<file path="src/khc_ram.sv">
`default_nettype none

module khc_ram #(
  parameter int WIDTH = 32,
  parameter int DEPTH = 64
) (
  input  wire logic                     clk,
  input  wire logic                     we,
  input  wire logic [$clog2(DEPTH)-1:0] waddr,
  input  wire logic [WIDTH-1:0]         wdata,
  input  wire logic [$clog2(DEPTH)-1:0] raddr,
  output logic      [WIDTH-1:0]         rdata
);

  logic [WIDTH-1:0] mem [DEPTH];

  always_ff @(posedge clk) begin
    if (we) begin
      mem[waddr] <= wdata;
    end
    rdata <= mem[raddr];
  end

endmodule

`default_nettype wire

</file>
<file path="config.mk">
export PLATFORM = sky130hd
export DESIGN_NAME = khc_ram
export DESIGN_NICKNAME = d
export VERILOG_FILES = /design/src/khc_ram.sv
export SDC_FILE = /design/constraint.sdc
export NUM_CORES = 2
export LEC_CHECK = 0
export BUFFER_PORTS_ARGS = -buffer_cell sky130_fd_sc_hd__buf_2
export CORE_UTILIZATION = 35
export CTS_BUF_LIST = sky130_fd_sc_hd__clkbuf_4 sky130_fd_sc_hd__clkbuf_8
export CTS_CLUSTER_SIZE = 30
export DETAILED_ROUTE_END_ITERATION = 6
export PLACE_DENSITY = 0.51
export RECOVER_POWER = 25
export SYNTH_ARGS = -nofsm -noshare
export SYNTH_HDL_FRONTEND = slang
export SYNTH_SLANG_ARGS = --single-unit
</file>
<file path="constraint.sdc">
create_clock -name clk -period 3.7 [get_ports clk]
set_input_delay 0.74 -clock clk [delete_from_list [all_inputs] [get_ports clk]]
set_output_delay 0.74 -clock clk [all_outputs]
set_load 0.005 [all_outputs]
</file>
; Yosys cells after proc, flatten, opt, wreduce, memory -nomap -nowiden
; Memories as Yosys holds them, arrays and structs flattened. A register that Yosys moved wholly into a read port is not among the register bits.
; Cells that the tools add are included.
[op_classes]
n_mux = 2
[ops]
columns = operator, n
row1 = $mux 1, 2
[totals]
mem_count = 1
reg_bits = 0
word_cells = 3
ramBits = 2048
[memory_table]
columns = memory, words, width, read_ports, rd_clocked_by_memory_dff, wr, line_no
row1 = mem, 64, 32, 1, 1, 1, 15  ; logic [WIDTH-1:0] mem [DEPTH];

; Depth between registers and ports, before layout
[logic_depth]
word_depth = 2
mapped_depth = 10

; Worst setup path before layout
; No wires, ideal clock.
[synth_timing]
kind = input -> register
start = in waddr[3]
end = mem mem[48][0] (enable)
setup_time_ns = 0.461
n_path_buf = 1
stages = 4
arrival_ns = 3.439
setup_slack_ns = -0.200
path_cell_list = clkbuf_1 > nor2b_1 > nand4b_1 > nor3_1
[synth_lines]
columns = element, line_no
row1 = "start, declared", 9  ; input wire logic [$clog2(DEPTH)-1:0] waddr,
row2 = "end, declared", 15
; Straight into the memory's write port.

; Final worst setup path
[layout_timing]
start = in wdata[9]
end = mem mem[57][9] (data pin)
[layout_lines]
columns = element, line_no
row1 = "start, declared", 10  ; input wire logic [WIDTH-1:0] wdata,
; Straight into the memory's write port.

==> results.yml <==
clock_network:
  cts.clk_slew.worst_paths_ns: 0.06
  post_cts_buffers: 0
  root_buffer: "clkbuf_8"
  hold_buffers: 0
  ctsResizeCount: 0
  clk_latency_ns: 1.07
  clk_path_buf_depth: 4
  clock_sinks: 2080
  cts_tree: "built"
  htreeDepth: 5
  cts_buffers: 359
layout:
  syn_to_final_growth_pct: 17.1
  mostFrequentLayoutCells: "edfxtp_1, mux4_2, clkbuf_8"
  fin_nets: 3879
  layout_commonest_cell: "edfxtp_1"
  post-route-util: 0.413
  n_fill_cell: 19578
  drive_gt1_frac: 0.358
yosys:
  syn_inst: 3324
  syn_avg_cell_area_um2: 23.6
  yosysWarnings: 0
  synth_flop_cell: "edfxtp_1"
  synth_nets: 3370
  ys_ff_latch: 2080
  synthArstFlopShare: 0
  synth_seq_area_share: 0.791
  synth_edf_count: 2048
  synth.distinct_cells: 34
  syn-cell-area_um2: 78500
sta:
  slew_violations: 1159
  hold_viol: 0
  worstMarginPinSlew_ns: 3.58
  fin_skew_ns: 0.0784
  timing.fmax_mhz: 324
  setup_violations: 0
  fin_crit_sh: 0.835
  min_period_ns: 3.09
  relSlewSlack: -1.39
  fin_setup_tns_ns: 0
  hold_ws_ns: 0.444
  rsz0062_at_grt: "no"
power_and_ir_drop:
  p_per_area_nw_per_um2: 532
  total_power_mw: 48.9
  peakVddDrop_mv: 0.484
  leakagePower_nw: 28.8
grt:
  grt_max_degree: 65
  antenna_found_initial: 22
  grt_pass1_wl_mm: 309
  grt_overflow: 0
  grt_pass1_vias: 39410
  grt_use_total: 0.198
die:
  core_area_um2: 223000
  start_util: 0.353
  die_area_um2: 226000
  std_cell_rows: 173
  die_h_um: 476
  ios: 78
  die_w_um: 476
outcome:
  violations: "capacitance limit, slew limit"
  status: "complete, but fails checks"
critical_path:
  critPathMaxStageDelay_ns: 2.44
  critPathKind: "primary input to flip-flop"
  critical_path.top_delay_family: "buffers and inverters"
  reg2reg_depth: 4
  critPathRequiredTime_ns: 4.00
  endpoint_kind: "flip-flop"
  cp_cell_sequence: "buf_2, clkbuf_1"
  crit_cells: 2
  cp_max_fo: 65
  crit_slowest_cell: "clkbuf_1"
  worstPathArrival_ns: 3.39
  critPathBufInv: 2
  startpoint_type: "primary input"
detailed_routing:
  vias_per_cell: 5.38
  num_vias: 38123
  drc_errors: 0
  drt_wl_total_mm: 222
  ant_nets: 0
  dr.first_iter.drc_count: 3956
  drt-pass1-iter-count: 7
  wl_per_cell_um: 31.3
worst_hold_path:
  worstHoldPathCells: 3
  hp-class: "primary input to flip-flop"
place:
  dp_hpwl_mm: 122
  gp_congestion: 0.746
  port_buffers: 77
run:
  maxCapViolations: 24
state kept, by name, summed over array words and instances (netlist names):
name and cells:
mem 2048, rdata 32
cells in the mapped netlist, drive strengths merged (8+ instances only):
cell type  instances  area (um^2)
nand2             26         97.6
a22oi             12         90.1
buf              108          608
mux2i             93          931
a21oi             62          310
a311oi             8         70.1
o221ai            27          236
nor2             137          514
nor2b             15         93.8
clkbuf            74          278
mux4             544        12300
dfxtp             32          641
edfxtp          2048        61500
nand2b             8         50.1
o22ai             84          526
per-layer routing:
metal	global-route usage	vias up	wire length [um]
met5	0	-	70
met4	0.0552	12	5190
met3	0.0449	329	16600
met2	0.314	1482	106000
met1	0.272	20921	93900
li1	-	15379	-
power breakdown:
part	internal, mW	switching, mW	total [mW]
combinational	0.969	1.51	2.48
clock	11.0	9.17	20.2
sequential	26.1	0.115	26.2
worst paths after layout:
check | startpoint | endpoint | slack, ns
setup / recovery | wdata[9] | mem[57][9] | 0.61
hold / removal | waddr[2] | mem[49][23] | 0.44
setup reg to reg | mem[34][28] | rdata[28] | 1.32
hold reg to reg | mem[29][20] | rdata[20] | 0.80
cells by family after synthesis:
logic type | count (synthesis) | synth area share
flip-flops | 2080 | 0.791
multiplexers | 637 | 0.168
AND/OR/NAND/NOR | 223 | 0.0127
AO/OA/AOI/OAI | 202 | 0.0167
buffers and inverters | 182 | 0.0113
stage by stage:
step                instances  setup slack, ns  instance area [um^2]
finish                   7085            0.609                 92000
detailed placement       6447           0.0692                 85200
global placement         6447            0.135                 85200
global route             7078            0.514                 92000
CTS                      7077            0.876                 92100
floorplan                3324            0.308                 78500
cell type report:
type	count	area (um^2)	share of cell area
antenna	8	20.0	0.000218
multi-input combinational	1062	16000	0.174
clock inverter	116	621	0.00675
clock buffer	514	6210	0.0675
sequential	2080	62100	0.676
tap	2975	3720	0.0405
timing repair buffer	330	3290	0.0357
Power figures use the tool's default switching activity.
