## src/khc_pkg.sv

```systemverilog
`default_nettype none

package khc_pkg;

  localparam int TABLE_DEPTH_DEFAULT = 64;

  localparam int KEY_W    = 32;
  localparam int CNT_W    = 32;
  localparam int IDX_W    = 6;
  localparam int STATUS_W = 3;
  localparam int USED_W   = 7;

  localparam logic KIND_HIT  = 1'b0;
  localparam logic KIND_READ = 1'b1;

  localparam logic [STATUS_W-1:0] ST_COUNTED    = 3'd0;
  localparam logic [STATUS_W-1:0] ST_NEW        = 3'd1;
  localparam logic [STATUS_W-1:0] ST_FULL       = 3'd2;
  localparam logic [STATUS_W-1:0] ST_ZERO       = 3'd3;
  localparam logic [STATUS_W-1:0] ST_READ_OK    = 3'd4;
  localparam logic [STATUS_W-1:0] ST_READ_EMPTY = 3'd5;

  localparam logic [CNT_W-1:0] COUNT_MAX = '1;

  // One finished result on its way from the sequencer to the output stage.
  typedef struct packed {
    logic [STATUS_W-1:0] status;
    logic [KEY_W-1:0]    key;
    logic [CNT_W-1:0]    count;
    logic [USED_W-1:0]   used;
  } res_t;

endpackage

`default_nettype wire

```

## src/khc_out.sv

```systemverilog
`default_nettype none

module khc_out (
  input  wire logic                             clk,
  input  wire logic                             rst,
  input  wire logic                             res_valid,
  output logic                                  res_ready,
  input  wire khc_pkg::res_t                    res,
  output logic                                  out_valid,
  input  wire logic                             out_ready,
  output logic      [khc_pkg::STATUS_W-1:0]     status,
  output logic      [khc_pkg::KEY_W-1:0]        key_out,
  output logic      [khc_pkg::CNT_W-1:0]        count_out,
  output logic      [khc_pkg::USED_W-1:0]       entries_used
);

  assign res_ready = !out_valid || out_ready;

  always_ff @(posedge clk) begin
    if (rst) begin
      out_valid <= 1'b0;
    end else if (res_ready) begin
      out_valid <= res_valid;
    end
  end

  always_ff @(posedge clk) begin
    if (res_valid && res_ready) begin
      status       <= res.status;
      key_out      <= res.key;
      count_out    <= res.count;
      entries_used <= res.used;
    end
  end

endmodule

`default_nettype wire

```

## config.mk

```make
export PLATFORM = sky130hd
export DESIGN_NAME = khc_out
export DESIGN_NICKNAME = d
export VERILOG_FILES = /design/src/khc_pkg.sv /design/src/khc_out.sv
export SDC_FILE = /design/constraint.sdc
export NUM_CORES = 1
export LEC_CHECK = 0
export ABC_CLOCK_PERIOD_IN_PS = 1900
export BUFFER_PORTS_ARGS = -buffer_cell sky130_fd_sc_hd__buf_2
export CAP_MARGIN = 15
export CORE_MARGIN = 2
export CORE_UTILIZATION = 40
export CTS_CLUSTER_DIAMETER = 50
export CTS_CLUSTER_SIZE = 14
export DETAILED_ROUTE_END_ITERATION = 8
export PLACE_DENSITY = 0.87
export SYNTH_ARGS = -nofsm -noshare
export SYNTH_HDL_FRONTEND = slang
export SYNTH_SLANG_ARGS = --single-unit
```

## constraint.sdc

```tcl
create_clock -name clk -period 1.9 [get_ports clk]
set_input_delay 0.095 -clock clk [delete_from_list [all_inputs] [get_ports clk]]
set_output_delay 0.095 -clock clk [all_outputs]
set_load 0.03 [all_outputs]
```

# ---- Word-level counts from Yosys, hierarchy flattened
# Index checks and enable logic that the tools add are counted.
dict set report word_totals {
  reg_bits 75
  in_bits 78
  word_cells 8
}
dict set report classes {
  n_reduce_logical 3
}
# op n
set op_table {}
lappend op_table {{$logic_and A1 B1 Y1} 1}
lappend op_table {{$logic_not A1 Y1} 1}
lappend op_table {{$logic_or A1 B1 Y1} 1}

# ---- Logic depth before layout (Yosys ltp)
dict set report logic_depth {
  depth_word 3
  mapped_depth 2
  depth_no_buf 2
}

# ---- Least setup slack after synthesis
# OpenSTA, ideal clock, no wires.
dict set report synth_timing {
  kind {register to register}
  from {reg out_valid}
  to {reg count_out[0] (netlist bit), enable pin}
  setup_time_ns 0.380
  arrival_ns 1.234
  t_required_ns 1.520
  path_slack_ns 0.286
  path_stages_with_launch 3
  n_path_buf 0
  synth_period_minus_slack_ns 1.614
  path_cell_list {dfxtp_1 -> nand2b_4 -> and2_4}
}
dict set report synth_via {
  elab_chain_len 3
}
# item line
set synth_rtl {}
lappend synth_rtl {{start, declared} khc_out.sv:9} ;# output logic out_valid,
lappend synth_rtl {{start signal, assigned} khc_out.sv:23} ;# out_valid <= res_valid;
lappend synth_rtl {{$logic_not A1 Y1} khc_out.sv:17} ;# assign res_ready = !out_valid || out_ready;
lappend synth_rtl {{$logic_or A1 B1 Y1} khc_out.sv:17}
lappend synth_rtl {{via res_ready} khc_out.sv:7} ;# output logic res_ready,
lappend synth_rtl {{$logic_and A1 B1 Y1} khc_out.sv:28} ;# if (res_valid && res_ready) begin
lappend synth_rtl {{end signal, assigned} khc_out.sv:31} ;# count_out <= res.count;
lappend synth_rtl {{end, declared} khc_out.sv:13} ;# output logic [khc_pkg::CNT_W-1:0] count_out,
# The timed path passes the listed nets, and every way through them passes these cells.
# A chain may end at the register's enable or synchronous reset.

# ---- Worst setup path in the final report
dict set report layout_timing {
  from {reg out_valid}
  to {reg count_out[4] (netlist bit), enable pin}
}
dict set report layout_via {
  elab_chain_len 3
}
# item line
set layout_rtl {}
lappend layout_rtl {{$logic_not A1 Y1} khc_out.sv:17}
lappend layout_rtl {{$logic_or A1 B1 Y1} khc_out.sv:17}
lappend layout_rtl {{$logic_and A1 B1 Y1} khc_out.sv:28}
# Every way passes these cells.

==> flow_summary.json <==
{
  "dieArea_um2": 6312,
  "cts_resized": 0,
  "synth-edff-count": 74,
  "critical_path.max_fanout": 39,
  "rrSetupSlack_ns": 0.54,
  "port_buffers": 153,
  "grt.total_usage_pct": 19.14,
  "fin_skew_ns": 0.007650,
  "fillers": 317,
  "peakVddDrop_uv": 842.3,
  "startpoint_type": "flip-flop",
  "power_density_nw_per_um2": 938.1,
  "cts_hold_buffers": 76,
  "crit_slowest_cell": "buf_4",
  "report.final.slew_viol_count": 0,
  "synth_nets": 157,
  "power_switching_mw": 0.8623,
  "rsz0062_at_grt": "no",
  "status": "completed",
  "ys_types": 6,
  "avgRoutedWirePerCell_um": 14.80,
  "r2r-start": "out_valid",
  "routed_wl_um": 5891,
  "ys_top_cells_by_area": "edfxtp_1 98%, dfxtp_1 0.88%, nand2b_4 0.60%",
  "io_pins": 154,
  "antenna_found_initial": 0,
  "crit_type": "reg2reg",
  "finalPower_mw": 3.884,
  "fp-row-count": 27,
  "path_cells": "nand2b_4, and2_4, buf_4",
  "combPwrFrac_pct": 13.8,
  "gp_congestion": 0.6762,
  "initial_utilization_pct": 41.35,
  "yosysSeqAreaShare_pct": 98.46,
  "via_count": 1688,
  "internal-power_mw": 3.022,
  "fin_nets": 399,
  "htreeDepth": 3,
  "setup-violations-final": 0,
  "post-route-period-util_pct": 71.63,
  "die_h_um": 79.45,
  "insertion_delay_ns": 0.33,
  "drt_iter0_drc": 49,
  "period_needed_ns": 1.361,
  "cp.arrival_ns": 1.34,
  "drive_gt1_share_pct": 52.76,
  "sw_frac_of_total_pct": 22.20,
  "multi_input_area_um2": 31.28,
  "globalRoute.totalOverflow": 0,
  "synth_top_area_cell": "edfxtp_1",
  "core_area_um2": 5507,
  "cts_root_buffer": "clkbuf_8",
  "postSynthCellCount": 79,
  "leakage_nw": 1.791,
  "synthArstFlopShare_pct": 0,
  "min_path_type": "in2reg",
  "r2r_cells": 3,
  "grt_start_max_net_pins": 40,
  "cap_violations": 0,
  "clock_sinks": 75,
  "yosysMostFrequentCell": "edfxtp_1",
  "cp.required_ns": 1.88,
  "final-hold-violation-count": 0,
  "cts.clk_slew.worst_paths_ns": 0.07,
  "synth_top_area_share_pct": 97.58,
  "n_antenna_cell": 0,
  "synth_top_flop_cell": "edfxtp_1",
  "fmax_mhz": 734.8,
  "pwr-share-clk_pct": 35.8,
  "cts_setup_buffers": 0,
  "p_seq_share_pct": 50.4,
  "cts_tree": "yes",
  "ys_ff_latch": 75,
  "critical_path.endpoint": "count_out[4]",
  "grt_pass1_vias": 1788,
  "die_x_um": 79.45,
  "crit_start": "out_valid",
  "tns_ns": 0,
  "hold_depth": 2,
  "syn_area_per_cell_um2": 28.83,
  "cts_inserted_buffers": 9,
  "yosysWarnings": 0,
  "areaGrowthSynthToFinish_pct": 81.81,
  "cts_buffer_depth": 2,
  "firstDrtPassIters": 4,
  "regArea_um2": 2242,
  "grt_pass1_wl_um": 8514,
  "slew_headroom_pct": 68.82,
  "critPathMaxStageDelay_ns": 0.41,
  "via_per_inst": 4.241,
  "rr_endpoint": "count_out[4]",
  "synth_area_um2": 2277,
  "drc": 0,
  "critPathCaptureType": "flip-flop",
  "worst_pin_slew_ns": 0.4677,
  "ant_nets": 0
}
## flip-flops by register name, summed over array words and instances (netlist names)
name / flops
status: 3
entries_used: 7
out_valid: 1
count_out: 32
key_out: 32
## layer usage
metal / share of wire, % / vias to the layer above / track usage, %
li1: - / 801 / -
met4: 3.5 / 0 / 12.07
met3: 8.4 / 18 / 6.109
met2: 51 / 113 / 33.03
met1: 37 / 756 / 20.08
met5: 0 / - / 0
## cells in the final DEF (no fill, tap or decap), drive strengths merged
| cell type | n |
|---|---|
| dfxtp | 1 |
| bufinv | 3 |
| nand2b | 1 |
| buf | 155 |
| edfxtp | 74 |
| clkinv | 3 |
| dlygate4sd3 | 76 |
| and2 | 1 |
| inv | 1 |
| a21oi | 1 |
| clkbuf | 10 |
## stage by stage
step           setup WS [ns]  hold slack (ns)  util (%)  std cells  cell area, µm²
6_report              0.5390           0.4675     75.19        398            4140
5_1_grt               0.4766           0.4492     75.19        398            4140
4_1_cts               0.5480           0.4356     75.19        398            4140
3_5_place_dp          0.5541           0.2620     57.17        306            3148
3_3_place_gp          0.5941           0.2575     57.17        306            3148
2_1_floorplan         0.2858           0.1574         -         79            2277
## worst max-delay path: cells and delay by family, from the launching register on
kind / cells / cell delay, ns
and+or+nand+nor: 2 / 0.23
buffers and inverters: 1 / 0.41
DFF: 1 / 0.35
## cell families after synthesis
kind of cell	share of synthesized area [%]
DFF	98.46
buffers and inverters	0.1647
AOI/OAI and AO/OA	0.3847
and+or+nand+nor	0.9889
## worst min path at each step
stage / endpoint / slack [ns] / startpoint
2_1_floorplan: out_valid / 0.16 / rst
3_3_place_gp: out_valid / 0.26 / rst
3_5_place_dp: out_valid / 0.26 / rst
4_1_cts: count_out[7] / 0.44 / res[14]
5_1_grt: count_out[7] / 0.45 / res[14]
6_report: key_out[27] / 0.47 / res[66]
## power by group through the flow
stage	logic (mW)	clock network [mW]	registers [mW]
final	0.535	1.39	1.96
after floorplan	0.0360	0	2.19
after CTS	0.530	1.42	1.96
after global routing	0.564	1.49	1.97
after global placement	0.406	0	1.99
after detailed placement	0.410	0	1.99
## area by class of cell
| cell class | count | area share [%] |
|---|---|---|
| inverter | 1 | 0.09066 |
| clock inverter | 6 | 2.508 |
| tap | 72 | 2.176 |
| clock buffer | 10 | 3.082 |
| multi-input combinational | 3 | 0.7555 |
| sequential | 75 | 54.16 |
| timing repair buffer | 231 | 37.23 |
(Power assumes the default switching activity.)
