<file path="src/khc_pkg.sv">
`default_nettype none

package khc_pkg;

  localparam int TABLE_DEPTH_DEFAULT = 64;

  localparam int KEY_W    = 32;
  localparam int CNT_W    = 32;
  localparam int IDX_W    = 6;
  localparam int STATUS_W = 3;
  localparam int USED_W   = 7;

  localparam logic KIND_HIT  = 1'b0;
  localparam logic KIND_READ = 1'b1;

  localparam logic [STATUS_W-1:0] ST_COUNTED    = 3'd0;
  localparam logic [STATUS_W-1:0] ST_NEW        = 3'd1;
  localparam logic [STATUS_W-1:0] ST_FULL       = 3'd2;
  localparam logic [STATUS_W-1:0] ST_ZERO       = 3'd3;
  localparam logic [STATUS_W-1:0] ST_READ_OK    = 3'd4;
  localparam logic [STATUS_W-1:0] ST_READ_EMPTY = 3'd5;

  localparam logic [CNT_W-1:0] COUNT_MAX = '1;

  // One finished result on its way from the sequencer to the output stage.
  typedef struct packed {
    logic [STATUS_W-1:0] status;
    logic [KEY_W-1:0]    key;
    logic [CNT_W-1:0]    count;
    logic [USED_W-1:0]   used;
  } res_t;

endpackage

`default_nettype wire

</file>
<file path="src/khc_ctrl.sv">
`default_nettype none

module khc_ctrl #(
  parameter int DEPTH = khc_pkg::TABLE_DEPTH_DEFAULT
) (
  input  wire logic                          clk,
  input  wire logic                          rst,
  input  wire logic                          in_valid,
  output logic                               in_ready,
  input  wire logic                          kind,
  input  wire logic [khc_pkg::KEY_W-1:0]     key,
  input  wire logic [khc_pkg::IDX_W-1:0]     index,
  output logic      [$clog2(DEPTH)-1:0]      rd_addr,
  output logic      [$clog2(DEPTH)-1:0]      wr_addr,
  output logic                               key_we,
  output logic      [khc_pkg::KEY_W-1:0]     key_wdata,
  output logic                               cnt_we,
  output logic      [khc_pkg::CNT_W-1:0]     cnt_wdata,
  input  wire logic [khc_pkg::KEY_W-1:0]     key_rdata,
  input  wire logic [khc_pkg::CNT_W-1:0]     cnt_rdata,
  output logic                               res_valid,
  input  wire logic                          res_ready,
  output khc_pkg::res_t                      res
);

  localparam int AW = $clog2(DEPTH);
  localparam int UW = $clog2(DEPTH + 1);
  localparam int CW = (UW > khc_pkg::IDX_W) ? UW : khc_pkg::IDX_W;

  localparam logic [1:0] S_IDLE = 2'd0;
  localparam logic [1:0] S_SCAN = 2'd1;
  localparam logic [1:0] S_READ = 2'd2;
  localparam logic [1:0] S_DONE = 2'd3;

  logic [1:0]                state;
  logic [UW-1:0]             used;
  logic [UW-1:0]             used_next;
  logic [AW-1:0]             ptr;
  logic [UW-1:0]             ptr_inc;
  logic [khc_pkg::KEY_W-1:0] hold_key;

  logic accept;
  logic is_hit_item;
  logic idx_ok;
  logic last;
  logic full;
  logic match;
  logic do_match;
  logic do_new;
  logic [khc_pkg::CNT_W-1:0] cnt_sat;

  assign in_ready    = (state == S_IDLE);
  assign accept      = in_valid && in_ready;
  assign is_hit_item = (kind == khc_pkg::KIND_HIT);
  assign idx_ok      = CW'(index) < CW'(used);
  assign ptr_inc     = UW'(ptr) + UW'(1);
  assign last        = (ptr_inc == used);
  assign full        = (used == UW'(DEPTH));
  assign match       = (key_rdata == hold_key);
  assign cnt_sat     = (cnt_rdata == khc_pkg::COUNT_MAX) ? cnt_rdata
                                                         : cnt_rdata + khc_pkg::CNT_W'(1);

  // An empty table needs no scan: a nonzero key is appended at once.
  assign do_match = (state == S_SCAN) && match;
  assign do_new   = ((state == S_SCAN) && !match && last && !full) ||
                    (accept && is_hit_item && (key != '0) && (used == '0));

  assign used_next = used + UW'(do_new);

  always_comb begin
    case (state)
      S_IDLE:  rd_addr = is_hit_item ? '0 : AW'(index);
      S_SCAN:  rd_addr = AW'(ptr_inc);
      default: rd_addr = ptr;
    endcase
  end

  assign wr_addr   = do_match ? ptr : AW'(used);
  assign key_we    = do_new;
  assign key_wdata = (state == S_IDLE) ? key : hold_key;
  assign cnt_we    = do_new || do_match;
  assign cnt_wdata = do_match ? cnt_sat : khc_pkg::CNT_W'(1);

  assign res_valid = (state == S_DONE);

  always_ff @(posedge clk) begin
    if (rst) begin
      state <= S_IDLE;
      used  <= '0;
    end else begin
      used <= used_next;
      case (state)
        S_IDLE: begin
          if (accept) begin
            hold_key <= key;
            ptr      <= '0;
            res.used <= khc_pkg::USED_W'(used_next);
            if (!is_hit_item) begin
              if (idx_ok) begin
                state <= S_READ;
              end else begin
                res.status <= khc_pkg::ST_READ_EMPTY;
                res.key    <= '0;
                res.count  <= '0;
                state      <= S_DONE;
              end
            end else if (key == '0) begin
              res.status <= khc_pkg::ST_ZERO;
              res.key    <= '0;
              res.count  <= '0;
              state      <= S_DONE;
            end else if (used == '0) begin
              res.status <= khc_pkg::ST_NEW;
              res.key    <= key;
              res.count  <= khc_pkg::CNT_W'(1);
              state      <= S_DONE;
            end else begin
              state <= S_SCAN;
            end
          end
        end
        S_READ: begin
          res.status <= khc_pkg::ST_READ_OK;
          res.key    <= key_rdata;
          res.count  <= cnt_rdata;
          state      <= S_DONE;
        end
        S_SCAN: begin
          res.used <= khc_pkg::USED_W'(used_next);
          if (match) begin
            res.status <= khc_pkg::ST_COUNTED;
            res.key    <= hold_key;
            res.count  <= cnt_sat;
            state      <= S_DONE;
          end else if (last) begin
            if (full) begin
              res.status <= khc_pkg::ST_FULL;
              res.key    <= '0;
              res.count  <= '0;
            end else begin
              res.status <= khc_pkg::ST_NEW;
              res.key    <= hold_key;
              res.count  <= khc_pkg::CNT_W'(1);
            end
            state <= S_DONE;
          end else begin
            ptr <= ptr_inc[AW-1:0];
          end
        end
        S_DONE: begin
          if (res_ready) begin
            state <= S_IDLE;
          end
        end
        default: state <= S_IDLE;
      endcase
    end
  end

endmodule

`default_nettype wire

</file>
<file path="config.mk">
export PLATFORM = sky130hd
export DESIGN_NAME = khc_ctrl
export DESIGN_NICKNAME = d
export VERILOG_FILES = /design/src/khc_pkg.sv /design/src/khc_ctrl.sv
export SDC_FILE = /design/constraint.sdc
export NUM_CORES = 1
export LEC_CHECK = 0
export BUFFER_PORTS_ARGS = -buffer_cell sky130_fd_sc_hd__clkbuf_2
export CORE_UTILIZATION = 25
export DETAILED_ROUTE_END_ITERATION = 12
export HOLD_SLACK_MARGIN = 0.1
export PLACE_DENSITY = 0.5
export SYNTH_ARGS = -nofsm -noshare
export SYNTH_HDL_FRONTEND = slang
export SYNTH_SLANG_ARGS = --single-unit
</file>
<file path="constraint.sdc">
create_clock -name clk -period 10.2 [get_ports clk]
set_input_delay 2.04 -clock clk [delete_from_list [all_inputs] [get_ports clk]]
set_output_delay 2.04 -clock clk [all_outputs]
set_load 0.005 [all_outputs]
</file>
Yosys cells after proc, flatten, opt, wreduce, memory -nomap -nowiden
Index checks and enable logic that the tools add are counted.

cells by class
  $add $sub $neg = 3
  $lt $le $gt $ge = 1
  equality and inequality tests = 14
  muxes and demuxes = 29
  bitwise logic cells = 2
  reductions and logical operators = 23

operator list
  cell                                            number
  2-to-1 mux 67 bit                               6
  case mux 67 bit (3 select lines)                1
  2-to-1 mux 32 bit                               3
  2-to-1 mux 74 bit                               1
  2-to-1 mux 66 bit                               1
  adder 32 x 1 -> 32 bit (second input constant)  1
  equality test 32 bit                            1
  equality test 32 bit (second input constant)    1
  zero test 32 bit                                1
  nonzero test 32 bit                             1
  2-to-1 mux 6 bit                                5
  case mux 6 bit (2 select lines)                 2
  2-to-1 mux 2 bit                                7
  case mux 7 bit (2 select lines)                 1
  AND reduction 3 bit                             3
  logical AND 1 bit                               8
  case mux 2 bit (4 select lines)                 1
  adder 6 x 1 -> 7 bit (second input constant)    1
  adder 7 x 1 -> 7 bit                            1
  equality test 7 bit                             1
  equality test 7 bit (second input constant)     1
  zero test 7 bit                                 1
  less-than comparator 6 x 7 -> 1 bit             1
  inequality test 3 bit (second input constant)   2
  other kinds (14)                                20

word-level totals
  bits in registers = 121
  logic and storage cells = 80

Depth between registers and ports, before layout
Gate-level depths: netlist of the first run.

  word-level depth = 9
  depth in mapped cells = 12

Least setup slack after synthesis of the first run
No wires, ideal clock.

  kind = input to output
  start = input port cnt_rdata[0] in the netlist's numbering
  end = output port cnt_wdata[15] in the netlist's numbering
  arrival = 3.846 ns
  data required time = 8.160 ns
  setup slack = 4.314 ns
  cell stages on the path = 8
  path through = ha_1 inv_1 or4_4 or4_1 buf_2 and3_4 xnor2_2 nor2_1

between the ends
  longest elaborated chain between the ends = 3
  elaborated cells between the ends (all ways) = 4
  those cells by class = add/sub (1); eq/ne (1); mux (2)

ends and longest elaborated chain
  item                                                            RTL line                        text
  start: declaration                                              khc_ctrl.sv:20                  input wire logic [khc_pkg::CNT_W-1:0] cnt_rdata,
  adder 32 x 1 -> 32 bit or equality test 32 bit (tied branches)  khc_ctrl.sv:61, khc_ctrl.sv:60
  2-to-1 mux 32 bit *                                             khc_ctrl.sv:60                  assign cnt_sat = (cnt_rdata == khc_pkg::COUNT_MAX) ? cnt_rdata
  2-to-1 mux 32 bit *                                             khc_ctrl.sv:82                  assign cnt_wdata = do_match ? cnt_sat : khc_pkg::CNT_W'(1);
  end: declaration                                                khc_ctrl.sv:18                  output logic [khc_pkg::CNT_W-1:0] cnt_wdata,

Mark *: on every way between the ends. The rest lies on a longest branch, timed or not.

Worst setup path in the final report of the first run
  start = input port key_rdata[20] in the netlist's numbering
  end = output port wr_addr[5]

between the ends
  longest elaborated chain between the ends = 3

ends and longest elaborated chain
  item                  RTL line        text
  start: declaration    khc_ctrl.sv:19  input wire logic [khc_pkg::KEY_W-1:0] key_rdata,
  equality test 32 bit  khc_ctrl.sv:59  assign match = (key_rdata == hold_key);
  logical AND 1 bit     khc_ctrl.sv:64  assign do_match = (state == S_SCAN) && match;
  2-to-1 mux 6 bit      khc_ctrl.sv:78  assign wr_addr = do_match ? ptr : AW'(used);
  end: declaration      khc_ctrl.sv:14  output logic [$clog2(DEPTH)-1:0] wr_addr,

Every way passes these cells.

==> results.tsv, run 1 <==
metric	value	unit
status	finished clean	
drc	0	
cts_num_sinks	121	
core	28900	µm²
dp_hpwl	18800	µm
syn_inst	702	
max_freq	141	MHz
cap_violations	0	
synth_seq_cells	121	
ys_seq_area_frac	0.478	
cts.repair.resized	0	
vias_per_cell	4.94	
tns	0	ns
start_util	0.256	
grt_overflow	0	
grt_usage	0.169	
grt_first_pass_wirelength	38700	µm
synthArstFlopShare	0	
stdcell_count	1345	
worst_pin_slew	1.20	ns
grt_max_degree	68	
fin_skew	0.0148	ns
power.density	219	nW/µm²
rsz0062_at_grt	no	
syn_nets	823	
core.rowCount	62	
grtUsageMet2	0.271	
layout-drive-gt1-share	0.367	
worst_ep_arrival_time	5.07	ns
busiest_layer	met2	
hold_ws	0.597	ns
hold_violations	0	
clk_pin_slew	0.06	ns
path_max_fanout	38	
numCtsBuffers	17	
first_pass_iters	6	
drtIter0Drc	439	
multi_input_comb_area	3650	µm²
hold_path.class	reg -> reg	
port_buffers	260	
clk_latency	0.42	ns
cts_max_level	4	
met3_usage	0.0394	
synthDistinctLibCells	56	
ant_nets	0	
root_buffer	clkbuf_16	
gp_congestion	0.845	
clock_path_buffers	2	
avgSynthCellArea	10.6	µm²
ir_drop	0.000102	V
netlist_area	7410	µm²
dieWidth	174	µm
grt.met1_usage	0.220	
routed-via-count	6638	
register_area	3540	µm²
wl	25800	µm
finalMaxSlewViolations	0	
synth_warnings	0	
synth-edff-count	112	
final_nets	1068	
first_global_vias	6441	
antenna_found_initial	2	
nFillCells	3041	
leakagePower	4.03	nW
critPathKind	in -> out	
dpl.cell_count	1312	
io_pins	261	
required	8.16	ns
setup_viol	0	
synthToLayoutAreaGrowth	30.6	%
min_period	7.11	ns
dieHeight	174	µm
die-area	30300	µm²
hold_buffers	0	
cts_tree	built	
wl_per_cell	19.2	µm
relSlewSlack	0.192	
fin_crit_sh	0.697	
startpoint_type	input pin	
power	2.11	mW
crit_path_end_kind	primary output	
yosys_most_used_dff	edfxtp_1	
cts_setup_buffers	0	
cell usage in the layout, fill, tap and decap left out, types with 3 or more instances in the layout:
cell,Yosys,layout
a211oi_1,3,3
a21o_1,37,37
a21oi_1,29,29
a221o_1,4,4
a221oi_1,3,3
a22o_1,34,34
a31oi_1,15,15
and2_1,5,4
and3_1,6,5
and4_1,3,3
buf_4,0,5
clkbuf_16,0,17
clkbuf_2,0,260
clkinv_2,0,3
clkinv_4,0,3
dfxtp_1,9,9
edfxtp_1,112,112
ha_1,14,13
inv_1,20,20
mux2_2,38,38
nand2_1,40,40
nand2b_1,5,5
nand3_1,24,23
nand4_1,18,18
nor2_1,68,67
nor2b_1,9,9
nor3_1,10,9
nor4_1,15,15
o211ai_1,3,3
o21ai_0,27,27
o31ai_1,4,4
or3_1,7,7
xnor2_1,66,66
xor2_1,4,4
kinds of logic after synthesis:
family / synth area share
fa+ha+maj: 0.0236
mux: 0.0578
xor+xnor: 0.0910
buf+inv: 0.0324
compound gates: 0.165
flops: 0.478
simple gates: 0.152
area by class of cell:
cell class,instances,area share
multi-input cells,521,0.377
flip-flops and latches,121,0.366
repair buffers,265,0.138
well taps,384,0.0497
clock buffers,18,0.0444
clock inverters,14,0.0154
inverters,21,0.00815
diodes,1,0.000259
critical path, cell delays in order:
cell      delay, ns
clkbuf_2       0.10
xnor2_1        0.30
nand4_1        0.16
nor4_1         0.85
nand3_2        0.93
mux2_2         0.57
clkbuf_2       0.11
synth_stat cells (6+ instances only):
cell type | count | area [µm²]
nand2_1 | 40 | 150
a21oi_1 | 29 | 145
mux2_2 | 38 | 428
nand4_1 | 18 | 113
nand3_1 | 24 | 120
nor4_1 | 15 | 93.8
and3_1 | 6 | 37.5
buf_2 | 12 | 60.1
a31oi_1 | 15 | 93.8
a22o_1 | 34 | 298
nor3_1 | 10 | 50.1
or3_1 | 7 | 43.8
xnor2_1 | 66 | 578
inv_1 | 20 | 75.1
nor2_1 | 68 | 255
dfxtp_1 | 9 | 180
edfxtp_1 | 112 | 3360
ha_1 | 14 | 175
clkbuf_1 | 26 | 97.6
nor2b_1 | 9 | 56.3
a21o_1 | 37 | 278
o21ai_0 | 27 | 135
worst paths after layout:
check,cells after the start,slack (ns),startpoint,to
worst max register to register,6,6.36,hold_key[20],res[18]
worst min register to register,1,0.60,hold_key[14],res[53]
worst min-delay path,1,0.60,hold_key[14],res[53]
worst max-delay path,7,3.09,key_rdata[20],wr_addr[5]
per-layer routing:
metal	routed length, µm	up-vias
li1	-	3140
met4	620	0
met1	11400	3249
met3	1440	31
met2	12300	218
met5	0	-
sequential cells by signal (all words and copies together) (netlist names):
register  cells
ptr           6
hold_key     32
used          7
res          74
state         2
report_power, final:
group | total (mW) | internal (mW) | switching (mW) | leakage, nW
Clock | 0.611 | 0.362 | 0.249 | 0.280
Combinational | 0.737 | 0.321 | 0.416 | 2.62
Sequential | 0.766 | 0.712 | 0.0534 | 1.14
Total | 2.11 | 1.39 | 0.719 | 4.03
stage by stage:
stage	util	area, µm²	worst slack [ns]
4_1_cts	0.334	9670	2.98
5_1_grt	0.334	9670	2.83
3_5_place_dp	0.314	9090	2.96
3_3_place_gp	0.314	9090	3.12
6_report	0.334	9670	3.09
2_1_floorplan	-	7410	4.31
No activity file was read; power rests on OpenSTA's default activity.
==> run 2, diff against run 1 <==
--- a/config.mk
+++ b/config.mk
@@ -5,11 +5,12 @@
 export SDC_FILE = /design/constraint.sdc
 export NUM_CORES = 1
 export LEC_CHECK = 0
+export ABC_AREA = 1
 export BUFFER_PORTS_ARGS = -buffer_cell sky130_fd_sc_hd__clkbuf_2
 export CORE_UTILIZATION = 25
 export DETAILED_ROUTE_END_ITERATION = 12
 export HOLD_SLACK_MARGIN = 0.1
-export PLACE_DENSITY = 0.5
+export PLACE_DENSITY = 0.51
 export SYNTH_ARGS = -nofsm -noshare
 export SYNTH_HDL_FRONTEND = slang
 export SYNTH_SLANG_ARGS = --single-unit
==> constraint.sdc (replaced) <==
create_clock -name clk -period 5.95 [get_ports clk]
set_input_delay 1.19 -clock clk [delete_from_list [all_inputs] [get_ports clk]]
set_output_delay 1.19 -clock clk [all_outputs]
set_load 0.005 [all_outputs]
==> run 2 against run 1 <==
  * Non-clock buffer count grew 1
  * Power grew 90%
  * Critical endpoint is now cnt_wdata[20]
  * Largest power group is now combinational logic
  * Sequential power up 80%
  * Register-to-register slack got worse by 3.7 ns
==> results.tsv, run 2 <==
metric	value	unit	change
first_global_vias	7968		+24%
max_freq	210	MHz	
nFillCells	3505		+15%
grt_max_degree	68		unchanged
cp_common_cell	nand2_1		
fin_crit_sh	0.800		
hold_violations	0		unchanged
setup_viol	0		unchanged
first_pass_iters	5		-1
ys_seq_area_frac	0.434		-0.0448
multi_input_comb_area	3990	µm²	+9.3%
rsz0062_at_grt	no		
grt_first_pass_wirelength	46600	µm	+20%
worst_pin_slew	1.11	ns	-0.0952 ns
worstPathCellList	clkbuf_2 -> xnor2_1 -> nand2_1 -> nor2_1 -> nand2_1 -> nor2_1 -> nand2_1 -> nor2_4 -> buf_4 -> nand2_1 -> a31oi_1 -> clkbuf_2		
gp_congestion	0.908		+7.5%
routed-via-count	8521		+28%
ir_drop	0.000196	V	+93%
vias_per_cell	4.68		-5.1%
stdcell_count	1820		+35%
layout-drive-gt1-share	0.242		-0.125
yosys-top-cells-area	edfxtp_1, nand2_1, inv_1		
cts_num_sinks	121		unchanged
slowest_delay	0.65	ns	-0.28 ns
mostFrequentLayoutCells	nand2_1, clkbuf_2, inv_1		
hold_buffers	0		unchanged
clk_latency	0.44	ns	+0.02 ns
finalMaxSlewViolations	0		unchanged
syn_nets	1238		+50%
drtIter0Drc	474		+8.0%
cts_setup_buffers	0		unchanged
cap_violations	0		unchanged
cts_tree	built		
crit_path_end_kind	primary output		
worst_ep_arrival_time	3.57	ns	-1.50 ns
cts.repair.resized	0		unchanged
largest_register_ffs	74		unchanged
final_nets	1491		+40%
ant_nets	0		unchanged
leakagePower	4.91	nW	+22%
numCtsBuffers	17		unchanged
power.density	380	nW/µm²	+74%
layout_commonest_cell	nand2_1		
grt_usage	0.186		+0.0172
synthToLayoutAreaGrowth	29.6	%	
antenna_found_initial	3		+1
yosysTopAreaCell	edfxtp_1		
syn_inst	1117		+59%
io_pins	261		unchanged
clock_path_buffers	2		unchanged
cts_max_level	4		unchanged
crit_buf_inv	3		+1
min_period	4.76	ns	
largest_registers	res (74), hold_key (32), used (7)		
synth_warnings	0		unchanged
status	finished clean		
clk_pin_slew	0.06	ns	about the same
synth-edff-count	112		unchanged
required	4.76	ns	-3.40 ns
core.rowCount	65		+4.8%
critical-path-top-delay-family	simple AND/OR/NAND/NOR gates		
synth_top_area_share	0.412		-0.0425
hold_path.class	reg -> reg		
die-area	33400	µm²	+10%
synth_common_cells	nand2_1, inv_1, edfxtp_1		
startpoint_type	input pin		
dp_hpwl	23400	µm	+25%
dieHeight	183	µm	+5.0%
avgSynthCellArea	7.32	µm²	-31%
synth_seq_cells	121		unchanged
crit_slowest_cell	nor2_4		
wl_per_cell	17.1	µm	-11%
yosys_most_used_dff	edfxtp_1		
post-route-util	0.332		-0.00196
port_buffers	260		unchanged
path_max_fanout	31		-18%
regMostFlops	res		
start_util	0.256		+0.000369
synthDistinctLibCells	44		-21%
yosysMostFrequentCell	nand2_1		
grt_overflow	0		unchanged
critPathKind	in -> out		
dieWidth	183	µm	+5.0%
tns	0	ns	unchanged
core	31900	µm²	+10%
fin_skew	0.00860	ns	-0.00619 ns
register_area	3540	µm²	unchanged
wl	31100	µm	+21%
root_buffer	clkbuf_16		
synthArstFlopShare	0		unchanged
dpl.cell_count	1786		+36%
relSlewSlack	0.261		+0.0685
netlist_area	8170	µm²	+10%
drc	0		unchanged
-- run 2: kinds of logic after synthesis --
group                      after synthesis  synth area share
buffers and inverters                  170            0.0811
xor gates and xnor gates                30            0.0321
DFF                                    121             0.434
adders and majority gates               14            0.0214
AOI/OAI and AO/OA                      116            0.0781
and+or+nand+nor                        666             0.354
-- run 2: worst paths after layout --
| kind | depth (start not counted) | slack (ns) | end | start |
|---|---|---|---|---|
| setup / recovery | 12 | 1.19 | cnt_wdata[20] | key_rdata[6] |
| hold / removal | 2 | 0.54 | state[0] | state[0] |
| setup reg to reg | 7 | 2.65 | res[19] | state[1] |
| hold reg to reg | 2 | 0.54 | state[0] | state[0] |
-- run 2: worst reg2reg max path, cell delays in order, from the launching register on --
cell,delay (ns)
dfxtp_1,0.35
inv_1,0.12
ha_1,0.15
buf_4,0.37
clkinv_1,0.92
nor2_1,0.43
nor3_1,0.08
and3_4,0.48
-- run 2: power by group --
part	internal, mW	leakage (nW)	total (mW)	switching, mW
registers	1.27	1.14	1.38	0.116
clock network	0.744	0.314	1.18	0.433
logic	0.489	3.45	1.46	0.975
-- run 2: layout make-up --
cell class	count	share of cell area
repair buffers	266	0.127
diodes	3	0.000709
well taps	435	0.0514
inverters	138	0.0489
clock buffers	17	0.0402
flip-flops and latches	121	0.334
clock inverters	14	0.0208
multi-input cells	826	0.377
-- run 2: routing by layer --
| metal | global-route usage | vias to the layer above | routed length (µm) |
|---|---|---|---|
| li1 | - | 4171 | - |
| met1 | 0.230 | 3973 | 13400 |
| met2 | 0.304 | 329 | 14600 |
| met3 | 0.0562 | 48 | 2350 |
| met4 | 0.0707 | 0 | 732 |
| met5 | 0 | - | 0 |
-- run 2: stage by stage --
stage	area (µm²)	total power [mW]	hold WS (ns)	setup WS, ns
global placement	9940	2.88	0.536	1.19
floorplan	8170	2.13	0.503	1.95
detailed placement	9940	2.88	0.540	1.19
CTS	10600	4.08	0.546	1.18
finish	10600	4.02	0.545	1.19
global route	10600	4.27	0.601	0.901
==> run 3, diff against run 2 <==
--- a/config.mk
+++ b/config.mk
@@ -5,7 +5,7 @@
 export SDC_FILE = /design/constraint.sdc
 export NUM_CORES = 1
 export LEC_CHECK = 0
-export ABC_AREA = 1
+export ABC_AREA = 0
 export BUFFER_PORTS_ARGS = -buffer_cell sky130_fd_sc_hd__clkbuf_2
 export CORE_UTILIZATION = 25
 export DETAILED_ROUTE_END_ITERATION = 12
==> constraint.sdc (replaced) <==
create_clock -name clk -period 4.1 [get_ports clk]
set_input_delay 0.82 -clock clk [delete_from_list [all_inputs] [get_ports clk]]
set_output_delay 0.82 -clock clk [all_outputs]
set_load 0.005 [all_outputs]
==> run 3 against run 2 <==
  * Critical path depth shrank 3
  * Combinational power grew 28%
  * Routed wire length shrank 17%
  * Sequential cell count is the same
  * Via count shrank 22%
  * Cell count shrank 25%
  * Worst setup slack lost 0.96 ns
  * Die area shrank 9.3%
  * First-iteration DRC count shrank 27%
  * Non-clock buffer count grew 16
==> results.tsv, run 3 (same netlist as run 1, synthesis figures left out) <==
metric	value	unit	change
hold_buffers	0		unchanged
regMostFlops	res		
slowest_delay	0.57	ns	-0.08 ns
max_freq	258	MHz	
layout-drive-gt1-share	0.380		+0.138
largest_registers	res (74), hold_key (32), used (7)		
worst_ep_arrival_time	3.05	ns	-0.52 ns
grt_max_degree	46		-32%
largest_register_ffs	74		unchanged
leakagePower	4.15	nW	-15%
start_util	0.256		-0.000369
cap_violations	0		unchanged
drtIter0Drc	346		-27%
die-area	30300	µm²	-9.3%
vias_per_cell	4.89		+4.5%
power	5.33	mW	+32%
dieWidth	174	µm	-4.7%
startpoint_type	input pin		
rsz0062_at_grt	no		
io_pins	261		unchanged
power.density	541	nW/µm²	+43%
p_comb_frac	0.352		-0.012
critPathKind	in -> out		
status	finished clean		
required	3.28	ns	-1.48 ns
fin_ws	0.230	ns	-0.958 ns
gp_congestion	0.825		-9.1%
sw_frac_of_total	0.350		-0.0290
cts_setup_buffers	0		unchanged
hold_ws	0.594	ns	+0.0489 ns
ir_drop	0.000236	V	+20%
grt_overflow	0		unchanged
crit_slowest_cell	or4_1		
fin_crit_sh	0.944		
cts_tree	built		
drc	0		unchanged
grt_usage	0.170		-0.0163
dieHeight	174	µm	-4.7%
power_frac_seq	0.357		+0.014
first_pass_iters	4		-1
grt_first_pass_wirelength	39100	µm	-16%
power.switching	1.86	mW	+22%
cts_max_level	4		unchanged
wl_per_cell	19.0	µm	+11%
crit_path_end_kind	primary output		
cts.repair.resized	0		unchanged
cp_common_cell	clkbuf_2		
worst_pin_slew	1.04	ns	-0.0679 ns
hold_violations	0		unchanged
power_frac_clock	0.291		-0.002
dpl_worst_slack	0.240	ns	-0.945 ns
port_buffers	260		unchanged
core	28900	µm²	-9.2%
antenna_found_initial	1		-2
wl	25900	µm	-17%
synthToLayoutAreaGrowth	32.9	%	
mostFrequentLayoutCells	clkbuf_2, edfxtp_1, nor2_1		
dp_hpwl	18900	µm	-19%
intPower	3.46	mW	+39%
hold_path.class	reg -> reg		
cts_num_sinks	121		unchanged
tns	0	ns	unchanged
first_global_vias	6509		-18%
core.rowCount	62		-4.6%
final_nets	1085		-27%
fin_skew	0.0138	ns	+0.00516 ns
ant_nets	0		unchanged
relSlewSlack	0.306		+0.0453
clk_latency	0.44	ns	about the same
clock_path_buffers	2		unchanged
setup_viol	0		unchanged
min_period	3.87	ns	
clk_pin_slew	0.07	ns	about the same
nFillCells	2971		-15%
numCtsBuffers	17		unchanged
layout_commonest_cell	clkbuf_2		
root_buffer	clkbuf_16		
path_max_fanout	7		-77%
worstPathCellList	clkbuf_2 -> ha_1 -> inv_1 -> or4_4 -> or4_1 -> and3_4 -> xnor2_2 -> nor2_1 -> clkbuf_2		
routed-via-count	6661		-22%
finalMaxSlewViolations	0		unchanged
-- run 3: cell types whose count changed in the layout (fill, tap and decap cells not counted), moves of 36 or more --
cell and change:
nand3_1 -71, xnor2_1 +43, a21o_1 +36, nand2_1 -342, nor2_1 -41, inv_1 -110
mux2_2 +38
-- run 3: path summary, 6_finish.rpt --
check / from / end / slack, ns / cells past startpoint
max: cnt_rdata[1] / cnt_wdata[15] / 0.23 / 9
min: hold_key[14] / res[53] / 0.59 / 1
max reg2reg: ptr[0] / used[6] / 0.76 / 12
min reg2reg: hold_key[14] / res[53] / 0.59 / 1
-- run 3: critical path: cells and delay by family --
family                     cells  cell delay [ns]
xor gates and xnor gates       1             0.13
adders and majority gates      1             0.18
buffers and inverters          3             0.38
and+or+nand+nor                4             1.54
-- run 3: routing by layer --
metal | vias to the layer above | global-route usage | share of wire
met5 | - | 0 | 0
met2 | 192 | 0.267 | 0.47
li1 | 3175 | - | -
met3 | 32 | 0.0376 | 0.048
met1 | 3262 | 0.227 | 0.46
met4 | 0 | 0.0618 | 0.022
-- run 3: power by group through the flow --
stage / combinational (mW) / clock (mW) / sequential [mW]
2_1_floorplan: 0.998 / 0 / 1.94
3_3_place_gp: 1.89 / 0 / 1.93
3_5_place_dp: 1.88 / 0 / 1.93
4_1_cts: 1.90 / 1.59 / 1.91
5_1_grt: 2.03 / 1.64 / 1.94
6_report: 1.87 / 1.55 / 1.90
-- run 3: stage by stage --
stage	utilization	instances	instance area, µm²
2_1_floorplan	-	702	7410
3_3_place_gp	0.320	1329	9250
3_5_place_dp	0.320	1329	9250
4_1_cts	0.340	1361	9840
5_1_grt	0.340	1362	9840
6_report	0.340	1362	9840
-- run 3: layout make-up --
class,instances,area (µm²),area share
repair buffers,282,1490,0.152
clock inverters,13,114,0.0116
diodes,1,2.50,0.000254
inverters,21,78.8,0.00801
multi-input cells,521,3660,0.372
flip-flops and latches,121,3540,0.360
well taps,384,480,0.0488
clock buffers,19,475,0.0483
